--- src/rsa_mexp_pkg.sv ---
// Shared types and codes of the RSA modular exponentiation core.
`default_nettype none
package rsa_mexp_pkg;

  // configuration register indexes
  localparam int CFG_IDX_W = 1;
  localparam logic [CFG_IDX_W-1:0] CFG_EXPONENT = 1'b0;
  localparam logic [CFG_IDX_W-1:0] CFG_MODULUS  = 1'b1;

  // operations of the shared multiply-and-reduce unit
  typedef logic [1:0] op_t;
  localparam op_t OP_RED = 2'd0;  // base mod m (multiply by one)
  localparam op_t OP_MUL = 2'd1;  // acc = acc * base mod m
  localparam op_t OP_SQR = 2'd2;  // base = base * base mod m

  typedef struct packed {
    logic load;   // take a request word, start base reduction
    logic start;  // start an operation
    op_t  op;     // operation to start
    logic step;   // one shift-and-add step
    logic wb;     // last step: write the product to its destination
    logic emit;   // move the result to the output register
  } cmd_t;

  typedef struct packed {
    logic ebit;      // current exponent bit
    logic out_free;  // output register can take a result
  } sts_t;

endpackage
`default_nettype wire

--- src/rsa_modular_exponentiation_core.sv ---
// Top level of the RSA modular exponentiation core (square-and-multiply, LSB first).
//
//   channel | dir | handshake               | payload
//   in_     | in  | in_tvalid / in_tready   | in_tdata : message_word
//   out_    | out | out_tvalid / out_tready | out_tdata: result_word
//   cfg_    | in  | cfg_wr_en               | cfg_addr, cfg_wr_data (exponent, modulus)
//
// One request at a time. The shift-and-add multiply-reduce unit takes one
// multiplier bit per cycle.
// rst_n is synchronous; exponent resets to 1, modulus to 2.
// A finished result waits in the output register; a new request is taken meanwhile.
`default_nettype none
module rsa_modular_exponentiation_core #(
  parameter int WORD_BITS = 31
) (
  input  wire                                  clk,
  input  wire                                  rst_n,
  input  wire                                  in_tvalid,
  output logic                                 in_tready,
  input  wire  [((WORD_BITS+7)/8)*8-1:0]       in_tdata,    // message_word
  output logic                                 out_tvalid,
  input  wire                                  out_tready,
  output logic [((WORD_BITS+7)/8)*8-1:0]       out_tdata,   // result_word
  input  wire                                  cfg_wr_en,
  input  wire  [rsa_mexp_pkg::CFG_IDX_W-1:0]   cfg_addr,
  input  wire  [WORD_BITS-1:0]                 cfg_wr_data
);

  localparam int DATA_W = ((WORD_BITS + 7) / 8) * 8;

  rsa_mexp_pkg::cmd_t   cmd;
  rsa_mexp_pkg::sts_t   sts;
  logic [WORD_BITS-1:0] out_word;

  rsa_mexp_ctrl #(.WORD_BITS(WORD_BITS)) u_ctrl (
    .clk      (clk),
    .rst_n    (rst_n),
    .in_valid (in_tvalid),
    .in_ready (in_tready),
    .sts      (sts),
    .cmd      (cmd)
  );

  rsa_mexp_dp #(.WORD_BITS(WORD_BITS)) u_dp (
    .clk         (clk),
    .rst_n       (rst_n),
    .cmd         (cmd),
    .sts         (sts),
    .cfg_wr_en   (cfg_wr_en),
    .cfg_addr    (cfg_addr),
    .cfg_wr_data (cfg_wr_data),
    .in_word     (in_tdata[WORD_BITS-1:0]),
    .out_ready   (out_tready),
    .out_valid   (out_tvalid),
    .out_word    (out_word)
  );

  assign out_tdata = DATA_W'(out_word);

endmodule
`default_nettype wire

--- src/rsa_mexp_ctrl.sv ---
// Sequencer of the modexp core: bit loop and operation steps.
`default_nettype none
module rsa_mexp_ctrl #(
  parameter int WORD_BITS = 31
) (
  input  wire                  clk,
  input  wire                  rst_n,
  input  wire                  in_valid,
  output logic                 in_ready,
  input  rsa_mexp_pkg::sts_t   sts,
  output rsa_mexp_pkg::cmd_t   cmd
);

  localparam int CNT_W = $clog2(WORD_BITS);
  localparam int BIT_W = $clog2(WORD_BITS + 1);

  localparam logic [1:0] S_IDLE = 2'd0;
  localparam logic [1:0] S_RUN  = 2'd1;
  localparam logic [1:0] S_PICK = 2'd2;
  localparam logic [1:0] S_DONE = 2'd3;

  logic [1:0]        state_r, state_nxt;
  rsa_mexp_pkg::op_t op_r, op_nxt;
  logic [CNT_W-1:0]  cnt_r, cnt_nxt;
  logic [BIT_W-1:0]  bits_r, bits_nxt;

  assign in_ready = (state_r == S_IDLE);

  always_comb begin
    state_nxt = state_r;
    op_nxt    = op_r;
    cnt_nxt   = cnt_r;
    bits_nxt  = bits_r;
    cmd       = '0;
    unique case (state_r)
      S_IDLE: begin
        if (in_valid) begin
          cmd.load  = 1'b1;
          op_nxt    = rsa_mexp_pkg::OP_RED;
          cnt_nxt   = '0;
          bits_nxt  = '0;
          state_nxt = S_RUN;
        end
      end
      S_RUN: begin
        cmd.step = 1'b1;
        if (cnt_r == CNT_W'(WORD_BITS - 1)) begin
          cmd.wb    = 1'b1;
          cnt_nxt   = '0;
          state_nxt = S_PICK;
          if (op_r == rsa_mexp_pkg::OP_SQR) begin
            bits_nxt = bits_r + BIT_W'(1);
          end
        end else begin
          cnt_nxt = cnt_r + CNT_W'(1);
        end
      end
      S_PICK: begin
        if (op_r != rsa_mexp_pkg::OP_MUL && bits_r == BIT_W'(WORD_BITS)) begin
          state_nxt = S_DONE;
        end else begin
          cmd.start = 1'b1;
          state_nxt = S_RUN;
          // after a multiply the base is always squared
          if (op_r != rsa_mexp_pkg::OP_MUL && sts.ebit) begin
            cmd.op = rsa_mexp_pkg::OP_MUL;
          end else begin
            cmd.op = rsa_mexp_pkg::OP_SQR;
          end
          op_nxt = cmd.op;
        end
      end
      S_DONE: begin
        if (sts.out_free) begin
          cmd.emit  = 1'b1;
          state_nxt = S_IDLE;
        end
      end
      default: state_nxt = S_IDLE;
    endcase
  end

  always_ff @(posedge clk) begin
    if (!rst_n) begin
      state_r <= S_IDLE;
      op_r    <= rsa_mexp_pkg::OP_RED;
      cnt_r   <= '0;
      bits_r  <= '0;
    end else begin
      state_r <= state_nxt;
      op_r    <= op_nxt;
      cnt_r   <= cnt_nxt;
      bits_r  <= bits_nxt;
    end
  end

endmodule
`default_nettype wire

--- src/rsa_mexp_dp.sv ---
// Datapath of the modexp core: key registers, operands, shift-and-add unit, output register.
`default_nettype none
module rsa_mexp_dp #(
  parameter int WORD_BITS = 31
) (
  input  wire                                    clk,
  input  wire                                    rst_n,
  input  rsa_mexp_pkg::cmd_t                     cmd,
  output rsa_mexp_pkg::sts_t                     sts,
  input  wire                                    cfg_wr_en,
  input  wire  [rsa_mexp_pkg::CFG_IDX_W-1:0]     cfg_addr,
  input  wire  [WORD_BITS-1:0]                   cfg_wr_data,
  input  wire  [WORD_BITS-1:0]                   in_word,
  input  wire                                    out_ready,
  output logic                                   out_valid,
  output logic [WORD_BITS-1:0]                   out_word
);

  logic [WORD_BITS-1:0] exponent_r, modulus_r;
  logic [WORD_BITS-1:0] ebits_r;
  logic [WORD_BITS-1:0] base_r, acc_r, prod_r, ysh_r;
  rsa_mexp_pkg::op_t    op_r;
  logic                 out_valid_r;
  logic [WORD_BITS-1:0] out_word_r;

  logic [WORD_BITS:0]   dbl, mod_x, sum;
  logic [WORD_BITS-1:0] d1, xop, s1, t;
  logic                 mod_small;

  // one step: prod = 2*prod mod m, then + x mod m when the multiplier bit is set
  always_comb begin
    mod_x = {1'b0, modulus_r};
    dbl   = {prod_r, 1'b0};
    d1    = (dbl >= mod_x) ? WORD_BITS'(dbl - mod_x) : dbl[WORD_BITS-1:0];
    xop   = (op_r == rsa_mexp_pkg::OP_RED) ? WORD_BITS'(1) : base_r;
    sum   = {1'b0, d1} + {1'b0, xop};
    s1    = (sum >= mod_x) ? WORD_BITS'(sum - mod_x) : sum[WORD_BITS-1:0];
    t     = ysh_r[WORD_BITS-1] ? s1 : d1;
  end

  assign mod_small    = (modulus_r[WORD_BITS-1:1] == '0);
  assign sts.ebit     = ebits_r[0];
  assign sts.out_free = !out_valid_r || out_ready;
  assign out_valid    = out_valid_r;
  assign out_word     = out_word_r;

  always_ff @(posedge clk) begin
    if (!rst_n) begin
      exponent_r <= WORD_BITS'(1);
      modulus_r  <= WORD_BITS'(2);
    end else if (cfg_wr_en) begin
      if (cfg_addr == rsa_mexp_pkg::CFG_EXPONENT) begin
        exponent_r <= cfg_wr_data;
      end
      if (cfg_addr == rsa_mexp_pkg::CFG_MODULUS) begin
        modulus_r <= cfg_wr_data;
      end
    end
  end

  always_ff @(posedge clk) begin
    if (cmd.load) begin
      ysh_r   <= in_word;
      prod_r  <= '0;
      acc_r   <= WORD_BITS'(1);
      ebits_r <= exponent_r;
      op_r    <= rsa_mexp_pkg::OP_RED;
    end else if (cmd.start) begin
      prod_r <= '0;
      op_r   <= cmd.op;
      ysh_r  <= (cmd.op == rsa_mexp_pkg::OP_MUL) ? acc_r : base_r;
    end else if (cmd.step) begin
      prod_r <= t;
      ysh_r  <= {ysh_r[WORD_BITS-2:0], 1'b0};
      if (cmd.wb) begin
        if (op_r == rsa_mexp_pkg::OP_MUL) begin
          acc_r <= t;
        end else begin
          base_r <= t;
        end
        if (op_r == rsa_mexp_pkg::OP_SQR) begin
          ebits_r <= {1'b0, ebits_r[WORD_BITS-1:1]};
        end
      end
    end
  end

  always_ff @(posedge clk) begin
    if (!rst_n) begin
      out_valid_r <= 1'b0;
    end else if (cmd.emit) begin
      out_valid_r <= 1'b1;
    end else if (out_ready) begin
      out_valid_r <= 1'b0;
    end
  end

  // a modulus below two reduces everything to zero
  always_ff @(posedge clk) begin
    if (cmd.emit) begin
      out_word_r <= mod_small ? '0 : acc_r;
    end
  end

endmodule
`default_nettype wire

--- config.mk ---
export PLATFORM = sky130hd
export DESIGN_NAME = rsa_modular_exponentiation_core
export DESIGN_NICKNAME = d
export VERILOG_FILES = /design/src/rsa_mexp_pkg.sv /design/src/rsa_modular_exponentiation_core.sv /design/src/rsa_mexp_ctrl.sv /design/src/rsa_mexp_dp.sv
export SDC_FILE = /design/constraint.sdc
export NUM_CORES = 1
export LEC_CHECK = 0
export ABC_CLOCK_PERIOD_IN_PS = 21700
export BUFFER_PORTS_ARGS = -buffer_cell sky130_fd_sc_hd__buf_2
export CAP_MARGIN = 30
export CORE_MARGIN = 3
export CORE_UTILIZATION = 26
export CTS_CLUSTER_SIZE = 24
export DETAILED_ROUTE_END_ITERATION = 8
export SLEW_MARGIN = 0
export SYNTH_ARGS = -nofsm -noshare
export SYNTH_HDL_FRONTEND = slang
export SYNTH_SLANG_ARGS = --single-unit
--- constraint.sdc ---
create_clock -name clk -period 21.7 [get_ports clk]
set_clock_uncertainty 0.1 [all_clocks]
set_input_delay 2.17 -clock clk [delete_from_list [all_inputs] [get_ports clk]]
set_output_delay 2.17 -clock clk [all_outputs]
set_load 0.005 [all_outputs]
==> summary.md <==
| Metric | Value |
|---|---|
| Core area | 0.0634 mm² |
| Final hold viol count | 0 |
| Syn Nets | approximately 2100 |
| Grt total ovfl | 0 |
| DRT met1 WL | approximately 25000 µm |
| CTS-repair resized insts | 0 |
| DR iter-0 viols | between 800 and 900 |
| Hold Path Depth | 2 |
| DR DRC count | 0 |
| Net count, final | 2139 |
| Total setup buffers inserted after CTS | 0 |
| FF-to-FF Start | u_dp.modulus_r[15] |
| Final period utilization | 44.6% |
| Vias/cell | roughly 4.9 |
| Crit path from | u_dp.modulus_r[15] |
| Port bufs | 100 |
| Hold Path Class | flip-flop to flip-flop |
| Minimum clock period | between 9 and 10 ns |
| Clock Latency Late Sink | around 0.57 ns |
| Initial antenna violation count | 7 |
| Crit-path slowest cell | a22oi_2 |
| Initial Util | between 20% and 30% |
| Metal3 WL | roughly 3200 µm |
| Drt first pass iters | 5 |
| Crit-path max cell delay | between 0.6 and 0.7 ns |
| Top routing layer used | met5 |
| Async set-reset flop share out of synthesis | 0% |
| Area Growth Syn to Fin | 14.5% |
| Hold_buf cts | 0 |
| Flops & latches, synth | 265 |
| Status | complete, no violations |
| IO Pins | a little over 100 |
| Post-DP HPWL | roughly 39000 µm |
| Slew Viols, Final | 0 |
| Mean Syn Cell Area | 8.74 µm² |
| Area occupied by multi-input gates | between 0.009 and 0.01 mm² |
| Die Y | between 200 and 300 µm |
| Area share of the largest cell type after synthesis | ~22% |
| Destination of the worst hold path | u_dp.exponent_r[2] |
| CTS tree | built |
| Largest area contributor in the synthesized netlist | edfxtp_1 |
| Max-Cap Viols | 0 |
| Synth area leaders | edfxtp_1, dfxtp_1, nand2_1, ha_1, mux2i_1 |
| WL/cell | approximately 18 µm |
| Netlist cell types | 82 |
| Clock-pin slew on the worst setup and hold paths | 0.06 ns |
| R2r worst-path depth | 30 |
| Pin count of the biggest net entering global routing | 68 |
| YS warnings | 0 |
| Die width | 260 µm |
| H-Tree Depth | 1 |
| Worst slew pin tran | roughly 0.81 ns |
| CP startpoint kind | flip-flop |
| Syn Std Cell Area | ~0.017 mm² |
| Met2 Wirelength | 21500 µm |
| Root Driver | clkbuf_16 |
| GRT Total Usage | between 10% and 20% |
| DP Cell Count | 2783 |
| First-pass GRT wire length | 78600 µm |
| Die area | about 0.068 mm² |
| Final ANT Viol Nets | 0 |
| TNS Setup | 0 ns |
| Sequential-to-total area share from yosys stat | 39.1% |
| Storage cell area | 0.00655 mm² |
| CP Max Fanout | 26 |
| Count of flip-flops with a built-in enable after synthesis | 124 |
| # fillers | around 6700 |
| Headroom to the max-slew limit | 46.1% |
| Worst reg2reg setup slack | between 10 and 15 ns |
| Vias in the first global route | 13400 |
| Cells after synthesis | ~1900 |
| Share of layout cells above drive strength 1 | a little over a tenth |
| Hold path start | u_dp.exponent_r[2] |
| Longest Clk Path Bufs | 3 |
| Layout Cells excl Fill | roughly 2800 |
| Fmax | 0.103 GHz |
| Worst Path Required | 22.06 ns |
| Cell Rows | 92 |
| Ys flop type | dfxtp_1 |
| FF-to-FF End | u_dp.acc_r[27] |
| Placer Congestion | 0.881 |
| Crit Path Class | flip-flop to flip-flop |
| Endpoints failing setup | 0 |
| Final wirelength | just over 50000 µm |
| RSZ-0062 raised after global routing | false |
| Clock sink count | ~270 |
| Inserted Clock Buffers | 29 |
| Worst EP arrival | about 10 ns |
| Total number of vias | between 10000 and 15000 |
| CP endpoint kind | flip-flop |
## area by class of cell
cell class / count / share of cell area [%]
Multi-Input combinational cell: 1450 / 49.2
Sequential cell: 265 / 34.1
Antenna cell: 5 / 0.0652
Timing Repair Buffer: 125 / 4.12
Clock inverter: 14 / 0.841
Clock buffer: 39 / 4.25
Tap cell: 846 / 5.52
Inverter: 99 / 1.94
## per-stage QoR
step	util, %	worst slack (ns)	hold slack [ns]	cell area (µm²)
6_report	30.2	12.03	0.362	19200
5_1_grt	30.2	11.44	0.385	19200
4_1_cts	30.2	12.04	0.365	19100
3_5_place_dp	28.6	12.09	0.356	18100
3_3_place_gp	28.4	12.18	0.354	18000
2_1_floorplan	-	14.75	0.339	16800
## cell families (layout without fill, tap and decap cells)
group / count (synthesis) / after routing / share of synthesized area, %
compound gates: 514 / 514 / 20.1
xor+xnor: 83 / 83 / 4.34
fa+ha+maj: 100 / 100 / 7.60
buf+inv: 202 / 277 / 4.91
flops: 265 / 265 / 39.1
mux: 91 / 91 / 5.78
other cells: 1 / 6 / 0.0224
simple gates: 661 / 661 / 18.2
## how the worst max path moves through the flow
| stage | end | depth (start not counted) |
|---|---|---|
| after global placement | u_dp.prod_r[21] | 32 |
| after CTS | u_dp.prod_r[21] | 32 |
| after global routing | u_dp.prod_r[21] | 32 |
| final | u_dp.acc_r[27] | 30 |
| after detailed placement | u_dp.prod_r[21] | 32 |
| after floorplan | u_dp.base_r[29] | 30 |
## routing by layer
| layer | up-vias | track usage (%) |
|---|---|---|
| li1 | 6926 | - |
| met1 | 6597 | 21.9 |
| met2 | 361 | 22.5 |
| met3 | 62 | 2.35 |
| met4 | 6 | 2.57 |
| met5 | - | 0 |
## cells in the mapped netlist (18+ instances only)
master    count
ha_1         97
o211ai_1     18
mux2i_1      76
a21o_1       36
o21ai_1      24
a22oi_1      31
a21boi_0     68
and3_1       20
inv_1        98
dfxtp_1     141
xnor2_1      52
a21oi_1     103
nor2b_1      79
nand3_1      57
edfxtp_1    124
nand2_1     340
o21ai_0     113
clkbuf_1     74
nor2_1       71
xor2_1       31
## registers in the layout (all words and copies together), names as in the netlist
| signal | cells |
|---|---|
| u_ctrl.state_r | 2 |
| u_dp.exponent_r | 31 |
| u_dp.op_r | 2 |
| u_dp.out_word | 31 |
| u_dp.modulus_r | 31 |
| u_dp.acc_r | 31 |
| u_ctrl.op_r | 2 |
| u_dp.ysh_r | 31 |
| u_ctrl.bits_r | 5 |
| u_dp.prod_r | 31 |
| u_ctrl.cnt_r | 5 |
| u_dp.base_r | 31 |
| u_dp.out_valid | 1 |
| u_dp.ebits_r | 31 |
## placed cells by master, fill, tap and decap left out, types with 15 or more instances in the layout
cell type  count
o211ai_1      18
and2_1        15
nand2_1      338
o21ai_0      112
o21ai_1       24
a22o_1        15
a31oi_1       15
a21oi_1      102
xnor2_1       52
buf_4         17
xor2_1        31
clkbuf_16     30
ha_1          97
nor2b_1       78
nand3_1       57
a21boi_0      68
a21o_1        36
and3_1        20
edfxtp_1     124
buf_2        100
mux2i_1       76
inv_1         98
a22oi_1       31
dfxtp_1      141
nor2_1        67
nor3_1        16
nand4_1       16
## worst max-delay path, delay by kind of cell (launching register included)
family	cells	cell delay [ns]
compound gates	13	4.07
xor+xnor	1	0.13
fa+ha+maj	3	0.98
buf+inv	3	0.71
flops	1	0.38
mux	3	0.83
simple gates	7	2.34
Power is left out: the tool's default activity adds up to more than one toggle a clock period on the data nets, which glitch-free logic cannot reach.
